## config.mk

```make
export PLATFORM = sky130hd
export DESIGN_NAME = bcd_float_add_sub_compare_unit
export DESIGN_NICKNAME = d
export VERILOG_FILES = /design/src/hdl/bfasc_pkg.sv /design/src/hdl/bcd_float_add_sub_compare_unit.sv /design/src/hdl/bfasc_digit_alu.sv
export SDC_FILE = /design/constraint.sdc
export NUM_CORES = 1
export LEC_CHECK = 0
export ABC_AREA = 1
export BUFFER_PORTS_ARGS = -buffer_cell sky130_fd_sc_hd__buf_4
export CORE_AREA = 2 2 224 226
export CTS_CLUSTER_DIAMETER = 150
export CTS_CLUSTER_SIZE = 40
export DETAILED_ROUTE_END_ITERATION = 10
export DIE_AREA = 0 0 226 228
export PLACE_DENSITY_LB_ADDON = 0.12
export SYNTH_ARGS = -nofsm -noshare
export SYNTH_HDL_FRONTEND = slang
export SYNTH_SLANG_ARGS = --single-unit
```

## constraint.sdc

```tcl
create_clock -name clk -period 15.6 [get_ports clk]
set_clock_uncertainty 0.2 [all_clocks]
set_input_delay 0 -clock clk [delete_from_list [all_inputs] [get_ports clk]]
set_output_delay 0 -clock clk [all_outputs]
set_load 0.005 [all_outputs]
```

## src/hdl/bfasc_pkg.sv

```systemverilog
package bfasc_pkg;

	localparam logic [1:0] CMD_ADD  = 2'd0;
	localparam logic [1:0] CMD_SUB  = 2'd1;
	localparam logic [1:0] CMD_CMP  = 2'd2;
	localparam logic [1:0] CMD_RSVD = 2'd3;

	localparam logic [1:0] CMP_EQ = 2'd0;
	localparam logic [1:0] CMP_GT = 2'd1;
	localparam logic [1:0] CMP_LT = 2'd2;

	localparam logic [7:0]  NEG_LIMIT = 8'h30;
	localparam logic [11:0] SIGN_STEP = 12'h500;
	localparam logic [11:0] ZERO_EXP  = 12'h100;
	localparam logic [10:0] EXP_WRAP  = 11'd1000;

	typedef struct packed {
		logic       sub;
		logic       cin;
		logic [3:0] x;
		logic [3:0] y;
	} alu_in_t;

	typedef struct packed {
		logic [3:0] d;
		logic       cout;
	} alu_out_t;

	function automatic logic is_neg(input logic [11:0] e);
		is_neg = e[11:4] > NEG_LIMIT;
	endfunction

	function automatic logic [10:0] exp_value(input logic [11:0] e);
		exp_value = {7'd0, e[11:8]} * 11'd100 + {7'd0, e[7:4]} * 11'd10 + {7'd0, e[3:0]};
	endfunction

	function automatic logic [1:0] cmp_code(input logic [11:0] ae, input logic [11:0] be,
			input logic mant_gt, input logic mant_lt);
		logic       an;
		logic       bn;
		logic [1:0] pos;
		logic [1:0] neg;
		logic [10:0] ea;
		logic [10:0] eb;
		an = is_neg(ae);
		bn = is_neg(be);
		ea = exp_value(ae);
		eb = exp_value(be);
		pos = CMP_EQ;
		neg = CMP_EQ;
		if (ea > eb) begin
			pos = CMP_GT;
			neg = CMP_LT;
		end else if (ea < eb) begin
			pos = CMP_LT;
			neg = CMP_GT;
		end else if (mant_gt) begin
			pos = CMP_GT;
			neg = CMP_LT;
		end else if (mant_lt) begin
			pos = CMP_LT;
			neg = CMP_GT;
		end
		if (an != bn) begin
			cmp_code = an ? CMP_LT : CMP_GT;
		end else begin
			cmp_code = an ? neg : pos;
		end
	endfunction

endpackage

```

## src/hdl/bcd_float_add_sub_compare_unit.sv

```systemverilog
// sequence: an unknown command answers zeros straight from idle, compare goes through the compare state;
// add and subtract run the sign strip steps, then the align and digit loops (the digit loop on
// the single digit unit) and a carry step (add) or normalise loop (subtract), one digit per cycle
// throughput: one transaction at a time, the next is taken at the edge ending the result strobe
// the result is shown for one cycle on done; the receiver cannot stall
// reset: asynchronous active low, clears the sequencer and the strobe
module bcd_float_add_sub_compare_unit
	import bfasc_pkg::*;
#(
	parameter int MANT_DIGITS = 15
) (
	input  logic                     clk,
	input  logic                     arst_n,
	input  logic                     start,
	output logic                     busy,
	input  logic [1:0]               cmd,
	input  logic [11:0]              a_exp,
	input  logic [4*MANT_DIGITS-1:0] a_mantissa,
	input  logic [11:0]              b_exp,
	input  logic [4*MANT_DIGITS-1:0] b_mantissa,
	output logic                     done,
	output logic [11:0]              res_exp,
	output logic [4*MANT_DIGITS-1:0] res_mantissa,
	output logic [1:0]               cmp_result
);

	localparam int MW = 4 * MANT_DIGITS;
	localparam int CW = $clog2(MANT_DIGITS + 1);
	localparam logic [CW-1:0] N_DIG = CW'(MANT_DIGITS);

	localparam logic [3:0] S_IDLE  = 4'd0;
	localparam logic [3:0] S_RES   = 4'd1;
	localparam logic [3:0] S_CMPS  = 4'd2;
	localparam logic [3:0] S_SETUP = 4'd3;
	localparam logic [3:0] S_ALIGN = 4'd4;
	localparam logic [3:0] S_ARITH = 4'd5;
	localparam logic [3:0] S_CARRY = 4'd6;
	localparam logic [3:0] S_NORM  = 4'd7;
	localparam logic [3:0] S_E1    = 4'd8;
	localparam logic [3:0] S_E2    = 4'd9;
	localparam logic [3:0] S_E3    = 4'd10;
	localparam logic [3:0] S_CMPC  = 4'd11;

	logic [3:0]    state_q;
	logic          sub_q;
	logic [11:0]   a_exp_q;
	logic [11:0]   b_exp_q;
	logic [MW-1:0] a_man_q;
	logic [MW-1:0] b_man_q;
	logic [11:0]   off_q;
	logic [MW-1:0] x_q;
	logic [MW-1:0] y_q;
	logic [MW-1:0] acc_q;
	logic [CW-1:0] cnt_q;
	logic          carry_q;
	logic [10:0]   ev_q;
	logic [4:0]    hund_q;
	logic [6:0]    rem_q;
	logic          done_q;
	logic [11:0]   res_exp_q;
	logic [MW-1:0] res_man_q;
	logic [1:0]    cmp_q;

	logic          an;
	logic          bn;
	logic [10:0]   ea;
	logic [10:0]   eb;
	logic [1:0]    cmp_now;
	logic [10:0]   exp_gap;
	alu_in_t       alu_op;
	alu_out_t      alu_res;
	logic [21:0]   recip;
	logic [10:0]   hund_x;
	logic [14:0]   tens_p;
	logic [3:0]    tens;
	logic [6:0]    units;

	assign an      = is_neg(a_exp_q);
	assign bn      = is_neg(b_exp_q);
	assign ea      = exp_value(a_exp_q);
	assign eb      = exp_value(b_exp_q);
	assign cmp_now = cmp_code(a_exp_q, b_exp_q, a_man_q > b_man_q, a_man_q < b_man_q);
	assign exp_gap = (sub_q || ea > eb) ? (ea - eb) : (eb - ea);

	assign alu_op.sub = sub_q;
	assign alu_op.cin = carry_q;
	assign alu_op.x   = x_q[3:0];
	assign alu_op.y   = y_q[3:0];

	bfasc_digit_alu u_alu (
		.op  (alu_op),
		.res (alu_res)
	);

	assign recip  = {11'd0, ev_q} * 22'd1311;
	assign hund_x = {6'd0, hund_q} * 11'd100;
	assign tens_p = {8'd0, rem_q} * 15'd205;
	assign tens   = tens_p[14:11];
	assign units  = rem_q - {3'd0, tens} * 7'd10;

	always_ff @(posedge clk or negedge arst_n) begin
		if (!arst_n) begin
			state_q <= S_IDLE;
			done_q  <= 1'b0;
		end else begin
			done_q <= 1'b0;
			case (state_q)
				S_IDLE: begin
					if (start) begin
						a_exp_q <= a_exp;
						b_exp_q <= b_exp;
						a_man_q <= a_mantissa;
						b_man_q <= b_mantissa;
						sub_q   <= cmd == CMD_SUB;
						off_q   <= '0;
						if (cmd == CMD_ADD || cmd == CMD_SUB) begin
							state_q <= S_RES;
						end else if (cmd == CMD_CMP) begin
							state_q <= S_CMPC;
						end else begin
							res_exp_q <= '0;
							res_man_q <= '0;
							cmp_q     <= CMP_EQ;
							done_q    <= 1'b1;
						end
					end
				end
				S_CMPC: begin
					res_exp_q <= '0;
					res_man_q <= '0;
					cmp_q     <= cmp_now;
					done_q    <= 1'b1;
					state_q   <= S_IDLE;
				end
				S_RES: begin
					if (!sub_q) begin
						if (an && bn) begin
							a_exp_q <= a_exp_q - SIGN_STEP;
							b_exp_q <= b_exp_q - SIGN_STEP;
							off_q   <= off_q + SIGN_STEP;
						end else if (an) begin
							a_exp_q <= b_exp_q;
							a_man_q <= b_man_q;
							b_exp_q <= a_exp_q - SIGN_STEP;
							b_man_q <= a_man_q;
							sub_q   <= 1'b1;
						end else if (bn) begin
							b_exp_q <= b_exp_q - SIGN_STEP;
							sub_q   <= 1'b1;
						end else begin
							state_q <= S_SETUP;
						end
					end else begin
						if (an && bn) begin
							a_exp_q <= b_exp_q - SIGN_STEP;
							a_man_q <= b_man_q;
							b_exp_q <= a_exp_q - SIGN_STEP;
							b_man_q <= a_man_q;
						end else if (bn) begin
							b_exp_q <= b_exp_q - SIGN_STEP;
							sub_q   <= 1'b0;
						end else if (an) begin
							a_exp_q <= a_exp_q - SIGN_STEP;
							sub_q   <= 1'b0;
							off_q   <= off_q + SIGN_STEP;
						end else begin
							state_q <= S_CMPS;
						end
					end
				end
				S_CMPS: begin
					if (cmp_now == CMP_LT) begin
						a_exp_q <= b_exp_q;
						a_man_q <= b_man_q;
						b_exp_q <= a_exp_q;
						b_man_q <= a_man_q;
						off_q   <= off_q + SIGN_STEP;
					end else if (cmp_now == CMP_EQ) begin
						res_exp_q <= ZERO_EXP + off_q;
						res_man_q <= '0;
						cmp_q     <= CMP_EQ;
						done_q    <= 1'b1;
						state_q   <= S_IDLE;
					end else begin
						state_q <= S_SETUP;
					end
				end
				S_SETUP: begin
					if (sub_q || ea > eb) begin
						x_q  <= a_man_q;
						y_q  <= b_man_q;
						ev_q <= ea;
					end else begin
						x_q  <= b_man_q;
						y_q  <= a_man_q;
						ev_q <= eb;
					end
					cnt_q   <= (exp_gap > 11'(MANT_DIGITS)) ? N_DIG : exp_gap[CW-1:0];
					state_q <= S_ALIGN;
				end
				S_ALIGN: begin
					if (cnt_q != '0) begin
						y_q   <= y_q >> 4;
						cnt_q <= cnt_q - CW'(1);
					end else begin
						cnt_q   <= N_DIG;
						carry_q <= 1'b0;
						state_q <= S_ARITH;
					end
				end
				S_ARITH: begin
					acc_q   <= {alu_res.d, acc_q[MW-1:4]};
					x_q     <= x_q >> 4;
					y_q     <= y_q >> 4;
					carry_q <= alu_res.cout;
					cnt_q   <= cnt_q - CW'(1);
					if (cnt_q == CW'(1)) begin
						state_q <= sub_q ? S_NORM : S_CARRY;
					end
				end
				S_CARRY: begin
					if (carry_q) begin
						acc_q <= {4'd1, acc_q[MW-1:4]};
						ev_q  <= ev_q + 11'd1;
					end
					state_q <= S_E1;
				end
				S_NORM: begin
					if (cnt_q < N_DIG && acc_q[MW-1:MW-4] == 4'd0) begin
						acc_q <= acc_q << 4;
						cnt_q <= cnt_q + CW'(1);
					end else begin
						if (ev_q < 11'(cnt_q)) begin
							ev_q <= ev_q + EXP_WRAP - 11'(cnt_q);
						end else begin
							ev_q <= ev_q - 11'(cnt_q);
						end
						state_q <= S_E1;
					end
				end
				S_E1: begin
					hund_q  <= recip[21:17];
					state_q <= S_E2;
				end
				S_E2: begin
					rem_q   <= 7'(ev_q - hund_x);
					state_q <= S_E3;
				end
				S_E3: begin
					res_exp_q <= {hund_q[3:0], tens, units[3:0]} + off_q;
					res_man_q <= acc_q;
					cmp_q     <= CMP_EQ;
					done_q    <= 1'b1;
					state_q   <= S_IDLE;
				end
				default: begin
					state_q <= S_IDLE;
				end
			endcase
		end
	end

	assign busy         = state_q != S_IDLE;
	assign done         = done_q;
	assign res_exp      = res_exp_q;
	assign res_mantissa = res_man_q;
	assign cmp_result   = cmp_q;

`ifndef SYNTHESIS
	a_done_idle: assert property (@(posedge clk) disable iff (!arst_n) done |-> !busy)
		else $error("result strobe while busy");
	a_start_busy: assert property (@(posedge clk) disable iff (!arst_n)
		(start && !busy && (cmd == CMD_ADD || cmd == CMD_SUB || cmd == CMD_CMP)) |=> busy)
		else $error("accepted transaction did not raise busy");
	a_cmp_zero: assert property (@(posedge clk) disable iff (!arst_n)
		(done && cmp_result != CMP_EQ) |-> (res_exp == '0 && res_mantissa == '0))
		else $error("compare result carries a number");
`endif

endmodule

```

## src/hdl/bfasc_digit_alu.sv

```systemverilog
module bfasc_digit_alu
	import bfasc_pkg::*;
(
	input  alu_in_t  op,
	output alu_out_t res
);

	logic [5:0] sum;
	logic [5:0] dif;
	logic [5:0] dif_fix;

	assign sum     = {2'd0, op.x} + {2'd0, op.y} + {5'd0, op.cin};
	assign dif     = {2'd0, op.x} - {5'd0, op.cin} - {2'd0, op.y};
	assign dif_fix = dif + 6'd10;

	always_comb begin
		if (op.sub) begin
			res.cout = dif[5];
			res.d    = dif[5] ? dif_fix[3:0] : dif[3:0];
		end else begin
			res.cout = sum >= 6'd10;
			res.d    = (sum >= 6'd10) ? (sum[3:0] - 4'd10) : sum[3:0];
		end
	end

endmodule

```

==> flow_summary.json, run 1 <==
{
  "tightest_slew_ns": 1.08,
  "avgSynthCellArea_sq_um": 9.03,
  "cp-start-kind": "flop",
  "die_area_sq_mm": 0.0515,
  "dr_wl_met3_um": 4430,
  "grt_pass1_wl_um": 122000,
  "hpwl_um": 53900,
  "cts_resized": 0,
  "met1_length_um": 33200,
  "fin_nets": 4039,
  "rsz0062_at_grt": "false",
  "timing.final.crit_share_pct": 45.6,
  "syn_to_final_growth_pct": 14.5,
  "fin_tns_setup_ns": 0,
  "critPathMaxStageDelay_ns": 0.82,
  "synth_cell_types": 58,
  "n_antenna_cell": 0,
  "grt_overflow": 0,
  "path_class": "reg2reg",
  "slew-limit-headroom_pct": 27.7,
  "design.core.area_sq_mm": 0.0493,
  "cts_tree": "yes",
  "status": "completed",
  "vias_per_cell": 5.59,
  "critPathArrivalTime_ns": 7.12,
  "hold_path_class": "in2reg",
  "drv_slew": 0,
  "grt_max_degree": 120,
  "highest_layer": "met4",
  "num_io_pins": 225,
  "worst-path-buf-inv": 6,
  "port_buffers": 224,
  "cts_sinks": 436,
  "yosys_warnings": 0,
  "htreeDepth": 1,
  "crit_family": "adder cells",
  "drive_gt1_share_pct": 9.01,
  "clk_pin_slew_ns": 0.15,
  "numCtsBuffers": 15,
  "drt-initial-drc-count": 2043,
  "rows": 82,
  "slowest_stage": "buf_4",
  "clkLatencyLatePin_ns": 0.56,
  "grt_pass1_vias": 23400,
  "die_h_um": 228,
  "grtUsageTotal_pct": 29.9,
  "wire_per_inst_um": 18.3,
  "first_pass_iters": 5,
  "finalHoldViolCount": 0,
  "crit_fanout": 62,
  "synth_flop_cell": "edfxtp_1",
  "holdWs_ns": 0.0458,
  "ant_nets": 0,
  "synth_edf_count": 431,
  "wl_met2_um": 37200,
  "ys_ff_latch": 436,
  "max_freq_ghz": 0.141,
  "drc": 0,
  "initial_utilization_pct": 59.0,
  "synthCells": 3223,
  "final_common_cell": "nand2_1",
  "crit_path_end_kind": "flop",
  "routed_wl_um": 76700,
  "setup-violations-final": 0,
  "layout_common_cells": "609 x nand2_1, 465 x inv_1, 431 x edfxtp_1",
  "routabilityCongestion": 0.903,
  "timing.final.crit_period_ns": 7.11,
  "async_flop_share_pct": 1.15,
  "drv_cap": 0,
  "required_ns": 15.61,
  "num_vias": 23500,
  "die_w_um": 226,
  "antenna_found_initial": 0,
  "clk_path_buf_depth": 3,
  "crit_path_frequent_cell": "nand2_1",
  "cts-root-buf": "clkbuf_16",
  "netlist_area_sq_mm": 0.0291,
  "syn_nets": 3738,
  "ys_seq_area_share_pct": 44.9
}
-- synthesized netlist by cell type, types with 6 or more instances --
cell type  count  share of area (%)
o211ai_1      17               0.44
nor4_1         7               0.15
xnor2_1       18               0.54
o21ai_1       67                1.2
nand2_2       12               0.26
edfxtp_1     431                 44
clkbuf_1      76               0.98
buf_2         19               0.33
a31oi_1        6               0.13
ha_1         300                 13
inv_1        467                6.0
nand4_1       25               0.54
a211oi_1       6               0.15
o21ai_0      429                7.4
or2_2          7               0.15
nand2_4        6               0.23
nor2_1       286                3.7
nand2_1      610                7.9
nor3_1         9               0.15
fa_1          66                4.5
nand3_1      106                1.8
a21oi_1      118                2.0
xor2_1        43                1.3
-- area by class of cell --
| cell class | count | area (sq um) |
|---|---|---|
| clock buffers | 19 | 390 |
| clock inverters | 2 | 50.0 |
| fillers | 3933 | 16000 |
| inverters | 474 | 1790 |
| multi-input cells | 2200 | 13800 |
| flip-flops and latches | 436 | 13100 |
| well taps | 672 | 841 |
| repair buffers | 397 | 3360 |
-- stage by stage --
step | setup WS (ns) | instance area [sq um] | cells | util [%]
final | 8.49 | 33300 | 4200 | 67.5
after global routing | 7.85 | 33300 | 4200 | 67.5
after global placement | 8.74 | 31400 | 4028 | 63.6
after floorplan | 4.80 | 29100 | 3223 | -
after CTS | 8.51 | 33300 | 4200 | 67.5
after detailed placement | 8.54 | 31400 | 4028 | 63.6
-- worst reg2reg max path: cells and delay by family (launching register included) --
kind	cells	cell delay, ns
adders and majority gates	6	2.11
buffers and inverters	6	1.84
and+or+nand+nor	17	1.69
DFF	1	0.50
AOI/OAI and AO/OA	2	0.29
xor gates and xnor gates	1	0.13
-- state kept, by name, summed over array words and instances, names as in the netlist, 2 cells and up --
name and count:
a_exp_q 12, cmp_result 2, cnt_q 4, res_exp 12, a_man_q 60, hund_q 5, ev_q 11, y_q 60
res_mantissa 60, b_man_q 60, acc_q 60, x_q 60, b_exp_q 12, state_q 4, off_q 4, rem_q 7
-- timing repair --
item | 4_1_cts | 5_1_grt
hold buffers | 151 | 0
setup endpoints to repair | 0 | 0
endpoints found under the hold margin | 155 | 0
setup buffers | 0 | 0
-- worst paths after layout --
path / from / endpoint / slack [ns] / cells past startpoint
worst min-delay path: b_mantissa[53] / b_man_q[53] / 0.05 / 4
min in group asynchronous: arst_n / done / 0.23 / 3
worst min register to register: x_q[59] / x_q[55] / 0.35 / 2
max in group asynchronous: arst_n / state_q[2] / 14.70 / 3
worst max register to register: a_exp_q[8] / b_man_q[15] / 8.49 / 32
worst max-delay path: a_exp_q[8] / b_man_q[15] / 8.49 / 32
-- per-layer routing --
metal,up-vias,track usage [%]
li1,11400,-
met1,11100,41.4
met2,859,50.5
met3,143,2.49
met4,0,8.30
met5,-,0
-- logic make-up after synthesis --
group / Yosys count / share of synthesized area [%]
AND/OR/NAND/NOR: 1084 / 15.3
AO/OA/AOI/OAI: 689 / 12.6
buffers and inverters: 587 / 7.90
flip-flops: 436 / 44.9
adder cells (fa/ha/maj): 366 / 17.4
XOR/XNOR: 61 / 1.84
Power of run 1 is left out: the tool's default activity adds up to more than one toggle a clock period on the data nets, which glitch-free logic cannot reach.
==> inputs of run 2 (changes only) <==
--- a/config.mk
+++ b/config.mk
@@ -5,13 +5,13 @@
 export SDC_FILE = /design/constraint.sdc
 export NUM_CORES = 1
 export LEC_CHECK = 0
-export ABC_AREA = 1
+export ABC_AREA = 0
 export BUFFER_PORTS_ARGS = -buffer_cell sky130_fd_sc_hd__buf_4
-export CORE_AREA = 2 2 224 226
+export CORE_AREA = 2 2 222 224
 export CTS_CLUSTER_DIAMETER = 150
 export CTS_CLUSTER_SIZE = 40
 export DETAILED_ROUTE_END_ITERATION = 10
-export DIE_AREA = 0 0 226 228
+export DIE_AREA = 0 0 224 226
 export PLACE_DENSITY_LB_ADDON = 0.12
 export SYNTH_ARGS = -nofsm -noshare
 export SYNTH_HDL_FRONTEND = slang
==> constraint.sdc (replaced) <==
create_clock -name clk -period 6.86 [get_ports clk]
set_clock_uncertainty 0.2 [all_clocks]
set_input_delay 0 -clock clk [delete_from_list [all_inputs] [get_ports clk]]
set_output_delay 0 -clock clk [all_outputs]
set_load 0.005 [all_outputs]
==> run 2 against run 1 <==
Net effect:
- synthesized cell count fell by 16%
- worst setup slack worse by 8.0 ns
- critical path depth shrank 9
- sequential cell count did not move
- via count shrank 8.9%
- cell count decreased by 13%
- register-to-register slack lost 8.0 ns
- non-clock buffer count stayed put
- critical endpoint is now a_man_q[34]
- sequential share of layout area increased by 0.29 points
==> flow_summary.json, run 2 <==
{
  "drv_cap": 0,
  "avgSynthCellArea_sq_um": 10.6,
  "drt-initial-drc-count": 1575,
  "synth_commonest_cells": "431 x edfxtp_1, 390 x nand2_1, 300 x ha_1",
  "vias_per_cell": 5.88,
  "tightest_slew_ns": 1.15,
  "drv_slew": 0,
  "cts_resized": 0,
  "crit_path_frequent_cell": "ha_1",
  "ys_ff_latch": 436,
  "rows": 81,
  "yosysMostFrequentCell": "edfxtp_1",
  "grtUsageTotal_pct": 28.1,
  "initial_utilization_pct": 59.4,
  "netlist_area_sq_mm": 0.0287,
  "max_freq_ghz": 0.157,
  "routabilityCongestion": 0.900,
  "crit_path_end_kind": "flop",
  "design.core.area_sq_mm": 0.0483,
  "cts_tree": "yes",
  "grt_pass1_wl_um": 113000,
  "ys_seq_area_share_pct": 45.5,
  "htreeDepth": 1,
  "timing.final.crit_share_pct": 92.9,
  "cp-start-kind": "flop",
  "fin_nets": 3524,
  "setup-violations-final": 0,
  "post-cts-setup-buffers": 0,
  "ant_nets": 0,
  "cts_sinks": 436,
  "hpwl_um": 50400,
  "wire_per_inst_um": 19.7,
  "crit_fanout": 77,
  "num_vias": 21400,
  "cts-root-buf": "clkbuf_16",
  "first_pass_iters": 6,
  "timing.final.crit_period_ns": 6.38,
  "yosysTopAreaCell": "edfxtp_1",
  "fin_util_pct": 68.4,
  "syn_to_final_growth_pct": 15.2,
  "die_h_um": 226,
  "synthCells": 2716,
  "final_common_cell": "edfxtp_1",
  "drc": 0,
  "die_area_sq_mm": 0.0506,
  "slew-limit-headroom_pct": 23.5,
  "final_cells": 3639,
  "clkLatencyLatePin_ns": 0.57,
  "die_w_um": 224,
  "grt_overflow": 0,
  "critPathMaxStageDelay_ns": 0.60,
  "clk_path_buf_depth": 3,
  "cts-hold-fix-buffers": 150,
  "antenna_found_initial": 8,
  "synth_cell_types": 82,
  "holdWs_ns": 0.0463,
  "dp.cells": 3464,
  "grt_pass1_vias": 21400,
  "rsz0062_at_grt": "false",
  "port_buffers": 224,
  "hold_path_class": "in2reg",
  "synth_top_cells_by_area": "edfxtp_1 45%, ha_1 13%, nand2_1 5.1%",
  "routed_wl_um": 71600,
  "critPathArrivalTime_ns": 6.45,
  "numCtsBuffers": 15,
  "layout_common_cells": "431 x edfxtp_1, 390 x nand2_1, 291 x ha_1",
  "grt_max_degree": 124,
  "yosys_warnings": 0,
  "syn_nets": 3231,
  "clk_pin_slew_ns": 0.14,
  "async_flop_share_pct": 1.15,
  "path_class": "reg2reg",
  "fin_tns_setup_ns": 0,
  "crit_path_cell_trace": "inv_1, ha_1, ha_1, inv_1, fa_1, inv_1, ha_1, ha_1, or2_1, o311ai_4, a21oi_2, xnor2_1, ha_1, inv_1, nor3_1, nand4_1, nor2_1, nand2_1, o41a_1, o21a_1, o31ai_4, a21oi_4, buf_12",
  "synth_flop_cell": "edfxtp_1",
  "drive_gt1_share_pct": 12.5,
  "slowest_stage": "edfxtp_1",
  "num_io_pins": 225,
  "synth_edf_count": 431,
  "finalHoldViolCount": 0,
  "required_ns": 6.93,
  "netlist.area_leader.share_pct": 45.1,
  "status": "completed"
}
[run 2: cell count changes after synthesis, sizes merged, moves of 36 or more]
cell   change
o21ai    -258
nand2    -238
a21o      +46
xnor2     +36
and3      +63
mux2i     +78
nand3     -95
inv      -233
nor2     -138
mux2      +63
[run 2: final timing paths]
| kind | from | to | depth (start not counted) | slack [ns] |
|---|---|---|---|---|
| min reg2reg | y_q[23] | y_q[19] | 2 | 0.34 |
| max | a_exp_q[8] | a_man_q[34] | 23 | 0.48 |
| min in group asynchronous | arst_n | done | 3 | 0.33 |
| max in group asynchronous | arst_n | state_q[3] | 3 | 5.89 |
| min | a_mantissa[45] | a_man_q[45] | 4 | 0.05 |
| max reg2reg | a_exp_q[8] | a_man_q[34] | 23 | 0.48 |
[run 2: final cells by class]
type	instances	area (sq um)
Fill cell	3638	15300
Multi-Input combinational cell	1922	14500
Sequential cell	436	13100
Timing Repair Buffer	397	3410
Inverter	237	890
Tap cell	622	778
Clock buffer	15	375
Clock inverter	4	85.1
Antenna cell	6	15.0
[run 2: routing by layer]
| layer | GRT usage [%] | vias to the layer above | wire length, um |
|---|---|---|---|
| li1 | - | 10200 | - |
| met1 | 37.2 | 10300 | 30200 |
| met2 | 48.3 | 694 | 35200 |
| met3 | 3.49 | 122 | 4210 |
| met4 | 8.71 | 4 | 2090 |
| met5 | 0 | - | 21 |
[run 2: critical path: cells and delay by family, from the launching register on]
family	cells	cell delay, ns
DFF	1	0.60
adders and majority gates	6	1.97
AOI/OAI and AO/OA	6	1.65
buffers and inverters	5	0.57
and+or+nand+nor	5	0.84
xor gates and xnor gates	1	0.17
[run 2: per-stage QoR]
step / instance area, sq um / setup WS (ns)
4_1_cts: 33100 / 0.594
2_1_floorplan: 28800 / -0.114
6_report: 33100 / 0.485
3_5_place_dp: 31100 / 0.650
3_3_place_gp: 31100 / 0.822
5_1_grt: 33100 / 0.259
[run 2: logic make-up (layout without fill, tap and decap cells)]
| group | Yosys count | in the layout | share of synthesized area [%] |
|---|---|---|---|
| XOR/XNOR | 85 | 85 | 2.62 |
| AND/OR/NAND/NOR | 727 | 727 | 11.2 |
| adder cells (fa/ha/maj) | 368 | 368 | 17.7 |
| buffers and inverters | 358 | 653 | 4.90 |
| multiplexers | 141 | 141 | 5.19 |
| AO/OA/AOI/OAI | 601 | 601 | 12.8 |
| other | 0 | 6 | 0 |
| flip-flops | 436 | 436 | 45.5 |
Power of run 2 is left out for the same reason.
